===== src/rtl/blpw_pkg.sv =====
// Package for the Bresenham line pixel writer: shared types, register
// indexes and fixed widths. No dependencies.
`default_nettype none

package blpw_pkg;

  // Width of the APB address bus: five 32-bit registers at byte offsets 0..16.
  localparam int PADDR_W = 5;
  // Translated coordinate width; holds 16-bit point + 16-bit shift + offset.
  localparam int SUM_W   = 18;
  // Depth of the queue between the stepper and the address pipeline.
  localparam int QDEPTH  = 4;
  localparam int QPTR_W  = $clog2(QDEPTH);

  typedef enum logic [2:0] {
    REG_X_SHIFT    = 3'd0,
    REG_Y_SHIFT    = 3'd1,
    REG_ROW_BYTES  = 3'd2,
    REG_PIXEL_BITS = 3'd3,
    REG_FRAME_BASE = 3'd4
  } reg_idx_t;

  // Live configuration seen by the address pipeline.
  typedef struct packed {
    logic [15:0] x_shift;
    logic [15:0] y_shift;
    logic [15:0] row_bytes;
    logic [5:0]  pixel_bits;
    logic [31:0] frame_base;
  } cfg_t;

  // One raster point as produced by the stepper (coordinates two's complement).
  typedef struct packed {
    logic [15:0] cur_x;
    logic [15:0] cur_y;
    logic [31:0] color;
    logic        last;
    logic        idle;
  } point_t;

endpackage

`default_nettype wire


===== src/rtl/blpw_if.sv =====
// Valid/ready channel interfaces for the line pixel writer: the command
// channel and the pixel channel. No dependencies.
`default_nettype none

interface blpw_in_if;
  logic        valid;
  logic        ready;
  logic        kind;
  logic [15:0] start_x;
  logic [15:0] start_y;
  logic [15:0] end_x;
  logic [15:0] end_y;
  logic [31:0] line_color;

  modport source (output valid, kind, start_x, start_y, end_x, end_y, line_color,
                  input ready);
  modport sink   (input valid, kind, start_x, start_y, end_x, end_y, line_color,
                  output ready);
endinterface

interface blpw_out_if;
  logic        valid;
  logic        ready;
  logic [16:0] pixel_x;
  logic [16:0] pixel_y;
  logic [31:0] pixel_address;
  logic [31:0] pixel_color;
  logic        visible;
  logic        last;
  logic        idle;

  modport source (output valid, pixel_x, pixel_y, pixel_address, pixel_color,
                  visible, last, idle, input ready);
  modport sink   (input valid, pixel_x, pixel_y, pixel_address, pixel_color,
                  visible, last, idle, output ready);
endinterface

`default_nettype wire


===== src/rtl/blpw_cfg.sv =====
// APB register file of the line pixel writer.
// Depends on blpw_pkg.
`default_nettype none

module blpw_cfg (
  input  wire logic                        clk,
  input  wire logic                        rst_n,
  input  wire logic                        psel,
  input  wire logic                        penable,
  input  wire logic                        pwrite,
  input  wire logic [blpw_pkg::PADDR_W-1:0] paddr,
  input  wire logic [31:0]                 pwdata,
  output logic      [31:0]                 prdata,
  output logic                             pready,
  output blpw_pkg::cfg_t                   cfg
);

  blpw_pkg::cfg_t       cfg_r;
  blpw_pkg::cfg_t       cfg_nxt;
  blpw_pkg::reg_idx_t   idx;
  logic                 wr_en;

  assign idx    = blpw_pkg::reg_idx_t'(paddr[blpw_pkg::PADDR_W-1:2]);
  assign wr_en  = psel & penable & pwrite;
  assign pready = 1'b1;
  assign cfg    = cfg_r;

  always_comb begin
    cfg_nxt = cfg_r;
    if (wr_en) begin
      unique case (idx)
        blpw_pkg::REG_X_SHIFT:    cfg_nxt.x_shift    = pwdata[15:0];
        blpw_pkg::REG_Y_SHIFT:    cfg_nxt.y_shift    = pwdata[15:0];
        blpw_pkg::REG_ROW_BYTES:  cfg_nxt.row_bytes  = pwdata[15:0];
        blpw_pkg::REG_PIXEL_BITS: cfg_nxt.pixel_bits = pwdata[5:0];
        blpw_pkg::REG_FRAME_BASE: cfg_nxt.frame_base = pwdata;
        default: ;
      endcase
    end
  end

  always_comb begin
    unique case (idx)
      blpw_pkg::REG_X_SHIFT:    prdata = {16'd0, cfg_r.x_shift};
      blpw_pkg::REG_Y_SHIFT:    prdata = {16'd0, cfg_r.y_shift};
      blpw_pkg::REG_ROW_BYTES:  prdata = {16'd0, cfg_r.row_bytes};
      blpw_pkg::REG_PIXEL_BITS: prdata = {26'd0, cfg_r.pixel_bits};
      blpw_pkg::REG_FRAME_BASE: prdata = cfg_r.frame_base;
      default:                  prdata = 32'd0;
    endcase
  end

  always_ff @(posedge clk) begin
    if (!rst_n) begin
      cfg_r.x_shift    <= 16'd0;
      cfg_r.y_shift    <= 16'd0;
      cfg_r.row_bytes  <= 16'd4096;
      cfg_r.pixel_bits <= 6'd32;
      cfg_r.frame_base <= 32'd0;
    end else begin
      cfg_r <= cfg_nxt;
    end
  end

endmodule

`default_nettype wire


===== src/rtl/blpw_front.sv =====
// Front end: accepts commands and runs the Bresenham stepper, one point per
// accepted command. Depends on blpw_pkg and blpw_in_if.
`default_nettype none

module blpw_front (
  input  wire logic     clk,
  input  wire logic     rst_n,
  blpw_in_if.sink       in_item,
  input  wire logic     q_full,
  output logic          push,
  output blpw_pkg::point_t push_pt
);

  logic [15:0] cur_x_r, cur_y_r, goal_x_r, goal_y_r;
  logic [15:0] cur_x_nxt, cur_y_nxt, goal_x_nxt, goal_y_nxt;
  logic [16:0] span_x_r, span_y_r, span_x_nxt, span_y_nxt;
  logic        step_x_neg_r, step_y_neg_r, step_x_neg_nxt, step_y_neg_nxt;
  logic [18:0] err_r, err_nxt;
  logic [31:0] color_r, color_nxt;
  logic        active_r, active_nxt;

  logic        accept;
  logic [16:0] dx, dy;
  logic [19:0] twice;
  logic        move_x, move_y;
  logic        at_goal;

  assign in_item.ready = ~q_full;
  assign accept        = in_item.valid & ~q_full;
  assign push          = accept;

  assign dx    = {in_item.end_x[15], in_item.end_x} - {in_item.start_x[15], in_item.start_x};
  assign dy    = {in_item.end_y[15], in_item.end_y} - {in_item.start_y[15], in_item.start_y};
  assign twice = {err_r[18], err_r} <<< 1;
  assign move_x = $signed(twice) > -$signed({3'b000, span_y_r});
  assign move_y = $signed(twice) <  $signed({3'b000, span_x_r});

  always_comb begin
    cur_x_nxt      = cur_x_r;
    cur_y_nxt      = cur_y_r;
    goal_x_nxt     = goal_x_r;
    goal_y_nxt     = goal_y_r;
    span_x_nxt     = span_x_r;
    span_y_nxt     = span_y_r;
    step_x_neg_nxt = step_x_neg_r;
    step_y_neg_nxt = step_y_neg_r;
    err_nxt        = err_r;
    color_nxt      = color_r;
    active_nxt     = active_r;
    at_goal        = 1'b0;
    push_pt        = '0;

    if (!in_item.kind) begin
      // Load a new line; any active one is dropped.
      cur_x_nxt      = in_item.start_x;
      cur_y_nxt      = in_item.start_y;
      goal_x_nxt     = in_item.end_x;
      goal_y_nxt     = in_item.end_y;
      color_nxt      = in_item.line_color;
      span_x_nxt     = dx[16] ? 17'(-dx) : dx;
      span_y_nxt     = dy[16] ? 17'(-dy) : dy;
      step_x_neg_nxt = dx[16] | (dx == 17'd0);
      step_y_neg_nxt = dy[16] | (dy == 17'd0);
      err_nxt        = {2'b00, span_x_nxt} - {2'b00, span_y_nxt};
      at_goal        = (dx == 17'd0) && (dy == 17'd0);
      active_nxt     = ~at_goal;
      push_pt.cur_x  = in_item.start_x;
      push_pt.cur_y  = in_item.start_y;
      push_pt.color  = in_item.line_color;
      push_pt.last   = at_goal;
    end else if (!active_r) begin
      push_pt.idle = 1'b1;
    end else begin
      // One step: both axes may move in the same step.
      if (move_x) begin
        cur_x_nxt = step_x_neg_r ? cur_x_r - 16'd1 : cur_x_r + 16'd1;
      end
      if (move_y) begin
        cur_y_nxt = step_y_neg_r ? cur_y_r - 16'd1 : cur_y_r + 16'd1;
      end
      err_nxt = err_r - (move_x ? {2'b00, span_y_r} : 19'd0)
                      + (move_y ? {2'b00, span_x_r} : 19'd0);
      at_goal       = (cur_x_nxt == goal_x_r) && (cur_y_nxt == goal_y_r);
      active_nxt    = ~at_goal;
      push_pt.cur_x = cur_x_nxt;
      push_pt.cur_y = cur_y_nxt;
      push_pt.color = color_r;
      push_pt.last  = at_goal;
    end
  end

  always_ff @(posedge clk) begin
    if (!rst_n) begin
      cur_x_r      <= 16'd0;
      cur_y_r      <= 16'd0;
      goal_x_r     <= 16'd0;
      goal_y_r     <= 16'd0;
      span_x_r     <= 17'd0;
      span_y_r     <= 17'd0;
      step_x_neg_r <= 1'b0;
      step_y_neg_r <= 1'b0;
      err_r        <= 19'd0;
      color_r      <= 32'd0;
      active_r     <= 1'b0;
    end else if (accept) begin
      cur_x_r      <= cur_x_nxt;
      cur_y_r      <= cur_y_nxt;
      goal_x_r     <= goal_x_nxt;
      goal_y_r     <= goal_y_nxt;
      span_x_r     <= span_x_nxt;
      span_y_r     <= span_y_nxt;
      step_x_neg_r <= step_x_neg_nxt;
      step_y_neg_r <= step_y_neg_nxt;
      err_r        <= err_nxt;
      color_r      <= color_nxt;
      active_r     <= active_nxt;
    end
  end

endmodule

`default_nettype wire


===== src/rtl/blpw_queue.sv =====
// Short point queue between the stepper and the address pipeline.
// Depends on blpw_pkg.
`default_nettype none

module blpw_queue (
  input  wire logic             clk,
  input  wire logic             rst_n,
  input  wire logic             push,
  input  wire blpw_pkg::point_t push_pt,
  output logic                  full,
  output logic                  head_valid,
  input  wire logic             pop,
  output blpw_pkg::point_t      head_pt
);

  localparam int CNT_W = blpw_pkg::QPTR_W + 1;

  blpw_pkg::point_t             mem_r [blpw_pkg::QDEPTH];
  logic [blpw_pkg::QPTR_W-1:0]  wr_ptr_r, rd_ptr_r;
  logic [CNT_W-1:0]             count_r, count_nxt;
  logic                         do_pop;

  assign full       = (count_r == CNT_W'(blpw_pkg::QDEPTH));
  assign head_valid = (count_r != '0);
  assign head_pt    = mem_r[rd_ptr_r];
  assign do_pop     = pop & head_valid;

  always_comb begin
    count_nxt = count_r;
    case ({push, do_pop})
      2'b10:   count_nxt = count_r + CNT_W'(1);
      2'b01:   count_nxt = count_r - CNT_W'(1);
      default: count_nxt = count_r;
    endcase
  end

  always_ff @(posedge clk) begin
    if (push) begin
      mem_r[wr_ptr_r] <= push_pt;
    end
  end

  always_ff @(posedge clk) begin
    if (!rst_n) begin
      wr_ptr_r <= '0;
      rd_ptr_r <= '0;
      count_r  <= '0;
    end else begin
      if (push) begin
        wr_ptr_r <= wr_ptr_r + blpw_pkg::QPTR_W'(1);
      end
      if (do_pop) begin
        rd_ptr_r <= rd_ptr_r + blpw_pkg::QPTR_W'(1);
      end
      count_r <= count_nxt;
    end
  end

endmodule

`default_nettype wire


===== src/rtl/blpw_back.sv =====
// Back end: translates, clips and addresses each point in a three-stage
// pipeline ending in the output register. Depends on blpw_pkg, blpw_out_if.
`default_nettype none

module blpw_back #(
  parameter int SCREEN_WIDTH  = 1024,
  parameter int SCREEN_HEIGHT = 768
) (
  input  wire logic             clk,
  input  wire logic             rst_n,
  input  wire blpw_pkg::cfg_t   cfg,
  input  wire logic             head_valid,
  input  wire blpw_pkg::point_t head_pt,
  output logic                  pop,
  blpw_out_if.source            out_pix
);

  localparam int SW       = blpw_pkg::SUM_W;
  localparam int OFFSET_X = (2 * SCREEN_WIDTH) / 5;
  localparam int OFFSET_Y = SCREEN_HEIGHT / 4;

  // Stage 1: translated coordinates and visibility.
  logic          s1_v_r;
  logic [SW-1:0] s1_sx_r, s1_sy_r;
  logic          s1_vis_r, s1_last_r, s1_idle_r;
  logic [31:0]   s1_color_r;
  // Stage 2: products.
  logic          s2_v_r;
  logic [16:0]   s2_sx_r, s2_sy_r;
  logic [31:0]   s2_row_r, s2_col_r, s2_color_r;
  logic          s2_vis_r, s2_last_r, s2_idle_r;
  // Output register.
  logic          o_v_r;
  logic [16:0]   o_x_r, o_y_r;
  logic [31:0]   o_addr_r, o_color_r;
  logic          o_vis_r, o_last_r, o_idle_r;

  logic          o_adv, s2_adv, s1_adv;
  logic [SW-1:0] sx, sy;
  logic          vis;
  logic [32:0]   row_prod;
  logic [19:0]   col_prod;

  assign o_adv  = ~o_v_r  | out_pix.ready;
  assign s2_adv = ~s2_v_r | o_adv;
  assign s1_adv = ~s1_v_r | s2_adv;
  assign pop    = s1_adv;

  assign sx = SW'({{(SW-16){head_pt.cur_x[15]}}, head_pt.cur_x})
            + SW'({{(SW-16){cfg.x_shift[15]}}, cfg.x_shift}) + SW'(OFFSET_X);
  assign sy = SW'({{(SW-16){head_pt.cur_y[15]}}, head_pt.cur_y})
            + SW'({{(SW-16){cfg.y_shift[15]}}, cfg.y_shift}) + SW'(OFFSET_Y);
  assign vis = ($signed(sx) > $signed(SW'(0))) && ($signed(sx) < $signed(SW'(SCREEN_WIDTH)))
            && ($signed(sy) > $signed(SW'(0))) && ($signed(sy) < $signed(SW'(SCREEN_HEIGHT)));

  assign row_prod = {16'd0, s1_sy_r[16:0]} * {17'd0, cfg.row_bytes};
  assign col_prod = s1_sx_r[16:0] * {17'd0, cfg.pixel_bits[5:3]};

  always_ff @(posedge clk) begin
    if (s1_adv) begin
      // An idle report carries zeros in every other field.
      s1_sx_r    <= head_pt.idle ? '0 : sx;
      s1_sy_r    <= head_pt.idle ? '0 : sy;
      s1_vis_r   <= ~head_pt.idle & vis;
      s1_last_r  <= ~head_pt.idle & head_pt.last;
      s1_idle_r  <= head_pt.idle;
      s1_color_r <= head_pt.idle ? 32'd0 : head_pt.color;
    end
    if (s2_adv) begin
      s2_sx_r    <= s1_sx_r[16:0];
      s2_sy_r    <= s1_sy_r[16:0];
      s2_row_r   <= row_prod[31:0];
      s2_col_r   <= {12'd0, col_prod};
      s2_vis_r   <= s1_vis_r;
      s2_last_r  <= s1_last_r;
      s2_idle_r  <= s1_idle_r;
      s2_color_r <= s1_color_r;
    end
    if (o_adv) begin
      o_x_r     <= s2_sx_r;
      o_y_r     <= s2_sy_r;
      o_addr_r  <= s2_vis_r ? cfg.frame_base + s2_row_r + s2_col_r : 32'd0;
      o_color_r <= s2_color_r;
      o_vis_r   <= s2_vis_r;
      o_last_r  <= s2_last_r;
      o_idle_r  <= s2_idle_r;
    end
  end

  always_ff @(posedge clk) begin
    if (!rst_n) begin
      s1_v_r <= 1'b0;
      s2_v_r <= 1'b0;
      o_v_r  <= 1'b0;
    end else begin
      if (s1_adv) begin
        s1_v_r <= head_valid;
      end
      if (s2_adv) begin
        s2_v_r <= s1_v_r;
      end
      if (o_adv) begin
        o_v_r <= s2_v_r;
      end
    end
  end

  assign out_pix.valid         = o_v_r;
  assign out_pix.pixel_x       = o_x_r;
  assign out_pix.pixel_y       = o_y_r;
  assign out_pix.pixel_address = o_addr_r;
  assign out_pix.pixel_color   = o_color_r;
  assign out_pix.visible       = o_vis_r;
  assign out_pix.last          = o_last_r;
  assign out_pix.idle          = o_idle_r;

endmodule

`default_nettype wire


===== src/rtl/bresenham_line_pixel_writer_core.sv =====
// Top level of the Bresenham line pixel writer: stepper front end, point
// queue, address back end and APB registers. Depends on blpw_pkg, blpw_if.
//
//  Channel  | Port     | Direction | Moves per transfer
//  ---------+----------+-----------+-----------------------------------------
//  command  | in_item  | sink      | kind, endpoints, line color
//  pixel    | out_pix  | source    | screen x/y, byte address, color, flags
//  config   | p* (APB) | slave     | one 32-bit register write or read
//
// Throughput is one command per clock while the queue is not full: the
// stepper does one add/compare update of the error term per transfer. A pixel
// passes from its command through the queue write, translate/clip, multiply
// and the address sum into the output register. The 4-entry queue decouples
// the stepper from the back end, so commands keep flowing while the output is
// stalled until the queue fills. Reset (rst_n low, synchronous) drops any
// active line and restores register defaults; no clearing pass is needed.
`default_nettype none

module bresenham_line_pixel_writer_core #(
  parameter int SCREEN_WIDTH  = 1024,
  parameter int SCREEN_HEIGHT = 768
) (
  input  wire logic                         clk,
  input  wire logic                         rst_n,
  blpw_in_if.sink                           in_item,
  blpw_out_if.source                        out_pix,
  input  wire logic                         psel,
  input  wire logic                         penable,
  input  wire logic                         pwrite,
  input  wire logic [blpw_pkg::PADDR_W-1:0] paddr,
  input  wire logic [31:0]                  pwdata,
  output logic      [31:0]                  prdata,
  output logic                              pready
);

  blpw_pkg::cfg_t   cfg;
  blpw_pkg::point_t push_pt, head_pt;
  logic             push, q_full, head_valid, pop;

  // Register file; the user must write it only while no line work is in flight; the block does not enforce this.
  blpw_cfg u_cfg (
    .clk     (clk),
    .rst_n   (rst_n),
    .psel    (psel),
    .penable (penable),
    .pwrite  (pwrite),
    .paddr   (paddr),
    .pwdata  (pwdata),
    .prdata  (prdata),
    .pready  (pready),
    .cfg     (cfg)
  );

  // Stepper: one point per accepted command, holds ready low when queue full.
  blpw_front u_front (
    .clk     (clk),
    .rst_n   (rst_n),
    .in_item (in_item),
    .q_full  (q_full),
    .push    (push),
    .push_pt (push_pt)
  );

  blpw_queue u_queue (
    .clk        (clk),
    .rst_n      (rst_n),
    .push       (push),
    .push_pt    (push_pt),
    .full       (q_full),
    .head_valid (head_valid),
    .pop        (pop),
    .head_pt    (head_pt)
  );

  // Translate, clip and address; advance only when the next stage frees up.
  blpw_back #(
    .SCREEN_WIDTH  (SCREEN_WIDTH),
    .SCREEN_HEIGHT (SCREEN_HEIGHT)
  ) u_back (
    .clk        (clk),
    .rst_n      (rst_n),
    .cfg        (cfg),
    .head_valid (head_valid),
    .head_pt    (head_pt),
    .pop        (pop),
    .out_pix    (out_pix)
  );

endmodule

`default_nettype wire


===== src/flat_wrapper.sv =====
// flat-port wrapper written by rule: the top's interface ports become plain ports
module bresenham_line_pixel_writer_core_flat 
#(
  parameter int SCREEN_WIDTH  = 1024,
  parameter int SCREEN_HEIGHT = 768
)
  (clk, rst_n, psel, penable, pwrite, paddr, pwdata, prdata, pready, in_item_valid, in_item_kind, in_item_start_x, in_item_start_y, in_item_end_x, in_item_end_y, in_item_line_color, in_item_ready, out_pix_valid, out_pix_pixel_x, out_pix_pixel_y, out_pix_pixel_address, out_pix_pixel_color, out_pix_visible, out_pix_last, out_pix_idle, out_pix_ready);
  blpw_in_if in_item_i ();
  blpw_out_if out_pix_i ();
  input  wire logic clk;
  input  wire logic rst_n;
  input  wire logic psel;
  input  wire logic penable;
  input  wire logic pwrite;
  input  wire logic [blpw_pkg::PADDR_W-1:0] paddr;
  input  wire logic [31:0] pwdata;
  output logic      [31:0] prdata;
  output logic pready;
  input wire logic [$bits(in_item_i.valid)-1:0] in_item_valid;
  input wire logic [$bits(in_item_i.kind)-1:0] in_item_kind;
  input wire logic [$bits(in_item_i.start_x)-1:0] in_item_start_x;
  input wire logic [$bits(in_item_i.start_y)-1:0] in_item_start_y;
  input wire logic [$bits(in_item_i.end_x)-1:0] in_item_end_x;
  input wire logic [$bits(in_item_i.end_y)-1:0] in_item_end_y;
  input wire logic [$bits(in_item_i.line_color)-1:0] in_item_line_color;
  output wire logic [$bits(in_item_i.ready)-1:0] in_item_ready;
  output wire logic [$bits(out_pix_i.valid)-1:0] out_pix_valid;
  output wire logic [$bits(out_pix_i.pixel_x)-1:0] out_pix_pixel_x;
  output wire logic [$bits(out_pix_i.pixel_y)-1:0] out_pix_pixel_y;
  output wire logic [$bits(out_pix_i.pixel_address)-1:0] out_pix_pixel_address;
  output wire logic [$bits(out_pix_i.pixel_color)-1:0] out_pix_pixel_color;
  output wire logic [$bits(out_pix_i.visible)-1:0] out_pix_visible;
  output wire logic [$bits(out_pix_i.last)-1:0] out_pix_last;
  output wire logic [$bits(out_pix_i.idle)-1:0] out_pix_idle;
  input wire logic [$bits(out_pix_i.ready)-1:0] out_pix_ready;
  assign in_item_i.valid = in_item_valid;
  assign in_item_i.kind = in_item_kind;
  assign in_item_i.start_x = in_item_start_x;
  assign in_item_i.start_y = in_item_start_y;
  assign in_item_i.end_x = in_item_end_x;
  assign in_item_i.end_y = in_item_end_y;
  assign in_item_i.line_color = in_item_line_color;
  assign in_item_ready = in_item_i.ready;
  assign out_pix_valid = out_pix_i.valid;
  assign out_pix_pixel_x = out_pix_i.pixel_x;
  assign out_pix_pixel_y = out_pix_i.pixel_y;
  assign out_pix_pixel_address = out_pix_i.pixel_address;
  assign out_pix_pixel_color = out_pix_i.pixel_color;
  assign out_pix_visible = out_pix_i.visible;
  assign out_pix_last = out_pix_i.last;
  assign out_pix_idle = out_pix_i.idle;
  assign out_pix_i.ready = out_pix_ready;
  bresenham_line_pixel_writer_core #(.SCREEN_WIDTH(SCREEN_WIDTH), .SCREEN_HEIGHT(SCREEN_HEIGHT)) u_core (.clk(clk), .rst_n(rst_n), .in_item(in_item_i), .out_pix(out_pix_i), .psel(psel), .penable(penable), .pwrite(pwrite), .paddr(paddr), .pwdata(pwdata), .prdata(prdata), .pready(pready));
endmodule

===== config.mk =====
export PLATFORM = sky130hd
export DESIGN_NAME = bresenham_line_pixel_writer_core_flat
export DESIGN_NICKNAME = d
export VERILOG_FILES = /design/src/rtl/blpw_pkg.sv /design/src/rtl/blpw_if.sv /design/src/rtl/blpw_cfg.sv /design/src/rtl/blpw_front.sv /design/src/rtl/blpw_queue.sv /design/src/rtl/blpw_back.sv /design/src/rtl/bresenham_line_pixel_writer_core.sv /design/src/flat_wrapper.sv
export SDC_FILE = /design/constraint.sdc
export NUM_CORES = 2
export LEC_CHECK = 0
export BUFFER_PORTS_ARGS = -buffer_cell sky130_fd_sc_hd__buf_2
export CAP_MARGIN = 15
export CORE_MARGIN = 2
export CORE_UTILIZATION = 68
export DETAILED_ROUTE_END_ITERATION = 12
export PLACE_DENSITY = 0.89
export RECOVER_POWER = 25
export SYNTH_ARGS = -nofsm -noshare
export SYNTH_HDL_FRONTEND = slang
export SYNTH_SLANG_ARGS = --single-unit

===== constraint.sdc =====
create_clock -name clk -period 15.77 [get_ports clk]
set_input_delay 1.577 -clock clk [delete_from_list [all_inputs] [get_ports clk]]
set_output_delay 1.577 -clock clk [all_outputs]
set_load 0.01 [all_outputs]

==> out/qor.csv <==
stage,metric,value,unit
clock_network,clk_latency,690,ps
detailed_routing,drc_errors,0,
layout,most-common-layout-cells,"nand2_1, edfxtp_1, inv_1",
critical_path,cp_max_fo,20,
floorplan,std_cell_rows,101,
floorplan,design.portCount,277,
floorplan,initial_core_util,68.4,%
layout,utilization,74.8,%
detailed_routing,via_per_inst,6.38,
grt,grt_overflow,0,
status,violations,"capacitance limit, slew limit",
detailed_routing,firstDrtPassIters,7,
sta,drv_slew,368,
floorplan,die_h,280,µm
logic_synthesis,postSynthAreaPerCell,10.3,µm²
clock_network,h-tree-depth,3,
sta,timing.fmax,125,MHz
sta,finClkSkew,59.6,ps
floorplan,coreArea,75600,µm²
sta,fin_setup_tns,0,ps
clock_network,root_buffer,clkbuf_16,
placement,place.gp.congestion,0.966,
detailed_routing,num_vias,39900,
floorplan,dieArea,78200,µm²
logic_synthesis,yosysWarnings,0,
sta,setup_violations,0,
clock_network,cts_tree,yes,
logic_synthesis,async_reset_ff_share,0,%
grt,antenna_found_initial,8,
sta,finalHoldViolCount,0,
logic_synthesis,synth_top_area_share,32.2,%
logic_synthesis,synth_largest_area_cell,edfxtp_1,
grt,grt_max_degree,97,
grt,grt_pass1_wl,215000,µm
sta,fin_crit,8020,ps
detailed_routing,ant_nets,0,
clock_network,cts_sinks,805,
placement,portBuffers,273,
layout,syn2layout_area_growth,9.37,%
critical_path,required,16320,ps
logic_synthesis,synth_nets,5807,
power_and_ir_drop,power.leakage,24.2,nW
critical_path,worst-setup-path-type,reg2reg,
sta,post-route-period-util,50.9,%
clock_network,hold_buffers,0,
layout,finalNetCount,5978,
logic_synthesis,syn_inst,5033,
clock_network,cts.clk_slew.worst_paths,60,ps
critical_path,crit_family,compound AO/OA/AOI/OAI gates,
logic_synthesis,ys_seq_area_share,41.9,%
layout,layout_commonest_cell,nand2_1,
logic_synthesis,synth_edf_count,555,
layout,drive_gt1_share,10.5,%
power_and_ir_drop,p_per_area,145,nW/µm²
logic_synthesis,ys_types,98,
critical_path,critPathCaptureType,flop,
clock_network,cts_buffer_depth,3,
power_and_ir_drop,power,8.20,mW
clock_network,ctsResizeCount,0,
critical_path,slowest_delay,630,ps
critical_path,start_kind,flop,
sta,relSlewSlack,-193,%
job,drv_cap,7,
critical_path,path_buf_inv,1,
power_and_ir_drop,peakVddDrop,0.117,mV
logic_synthesis,synth_ff_type,edfxtp_1,
logic_synthesis,synth.area.top_cells,"edfxtp_1, fa_1, dfxtp_1, ha_1, nand2_1",
floorplan,die_w,280,µm
clock_network,numCtsBuffers,82,
min_path,hold_path_class,reg2reg,
sta,tightest_slew,4390,ps
sta,rsz0062_at_grt,false,
grt,first_global_vias,39300,
detailed_routing,routedWlPerCell,22.3,µm
placement,post-dp-hpwl,95900,µm
detailed_routing,drtIter0Drc,4750,
clock_network,post-cts-setup-buffer-count,0,
status,status,"complete, but fails checks",
logic_synthesis,ys_ff_latch,805,
critical_path,cp_slowest_cell,a2111oi_0,
grt,grtUsageTotal,35.5,%
detailed_routing,wl,140000,µm
logic_synthesis,synthesis.area,51700,µm²
critical_path,cp.arrival,8580,ps
## power by group
group	total [mW]	switching [mW]	internal, mW
clock	1.99	0.882	1.10
sequential	3.18	0.377	2.81
combinational	3.03	1.82	1.21
total	8.20	3.08	5.12
## per-layer routing
metal,wire [µm],vias to the layer above,track usage [%]
li1,-,17700,-
met1,49900,19100,44.1
met2,67500,2558,59.6
met3,14300,551,6.68
met4,8030,6,18.2
met5,30,-,0
## layout make-up
type                       count  area [µm²]
tap                          978        1220
multi-input combinational   3474       27200
timing repair buffer         303        1570
antenna                        6        15.0
inverter                     538        2020
sequential                   805       21700
fill                        4791       19000
clock inverter                40         504
clock buffer                 110        2280
## per-stage QoR
stage          area (µm²)  hold WS, ps  setup slack [ps]  std cells
2_1_floorplan       51700          400              8760       5033
3_3_place_gp        53800          401              8130       6096
3_5_place_dp        53800          405              8050       6096
4_1_cts             56500          398              7980       6246
5_1_grt             56500          417              7310       6253
6_report            56500          405              7750       6254
## flip-flops by register name, indices dropped and copies added, names as in the netlist, 19 cells and up, named ones only
register and flops:
u_core.u_back.out_pix.pixel_address 32, u_core.u_back.out_pix.pixel_color 32, u_core.u_back.s1_color_r 32, u_core.u_back.s2_col_r 20, u_core.u_back.s2_color_r 32, u_core.u_back.s2_row_r 32
u_core.u_cfg.cfg 86, u_core.u_front.color_r 32, u_core.u_front.err_r 19, u_core.u_queue.mem_r 264
## cell usage after synthesis, drive strengths merged, types with 37 or more instances
cell and instances:
nor3 57, xnor2 145, a211oi 91, mux2i 49, nand2 662, inv 538
nor2b 91, nand3 101, o21ai 197, fa 269, a21oi 364, nor2 268
dfxtp 250, mux4 66, and3 37, ha 364, a21o 47, clkbuf 192
xor2 104, edfxtp 555, and2 169
## final timing paths
check / cells after the start / slack [ps] / endpoint / start
max: 25 / 7750 / u_core.u_front.err_r[18]$_SDFFE_PN0P_ / u_core.u_front.span_y_r[6]$_SDFFE_PN0P_
max reg2reg: 25 / 7750 / u_core.u_front.err_r[18]$_SDFFE_PN0P_ / u_core.u_front.span_y_r[6]$_SDFFE_PN0P_
min: 0 / 410 / u_core.u_back.s2_color_r[28]$_DFFE_PP_ / u_core.u_back.s1_color_r[28]$_SDFFCE_PP0P_
min reg2reg: 0 / 410 / u_core.u_back.s2_color_r[28]$_DFFE_PP_ / u_core.u_back.s1_color_r[28]$_SDFFCE_PP0P_
## kinds of logic (layout without fill, tap and decap cells)
family / count (synthesis) / count (layout) / synth area share [%]
simple gates: 1533 / 1533 / 13.9
compound gates: 939 / 939 / 11.2
flops: 805 / 805 / 41.9
buf+inv: 754 / 991 / 5.49
fa+ha+maj: 633 / 633 / 19.2
xor+xnor: 250 / 250 / 4.29
mux: 118 / 118 / 3.89
other cells: 1 / 7 / 0.00726
No activity file was read; power rests on OpenSTA's default activity.
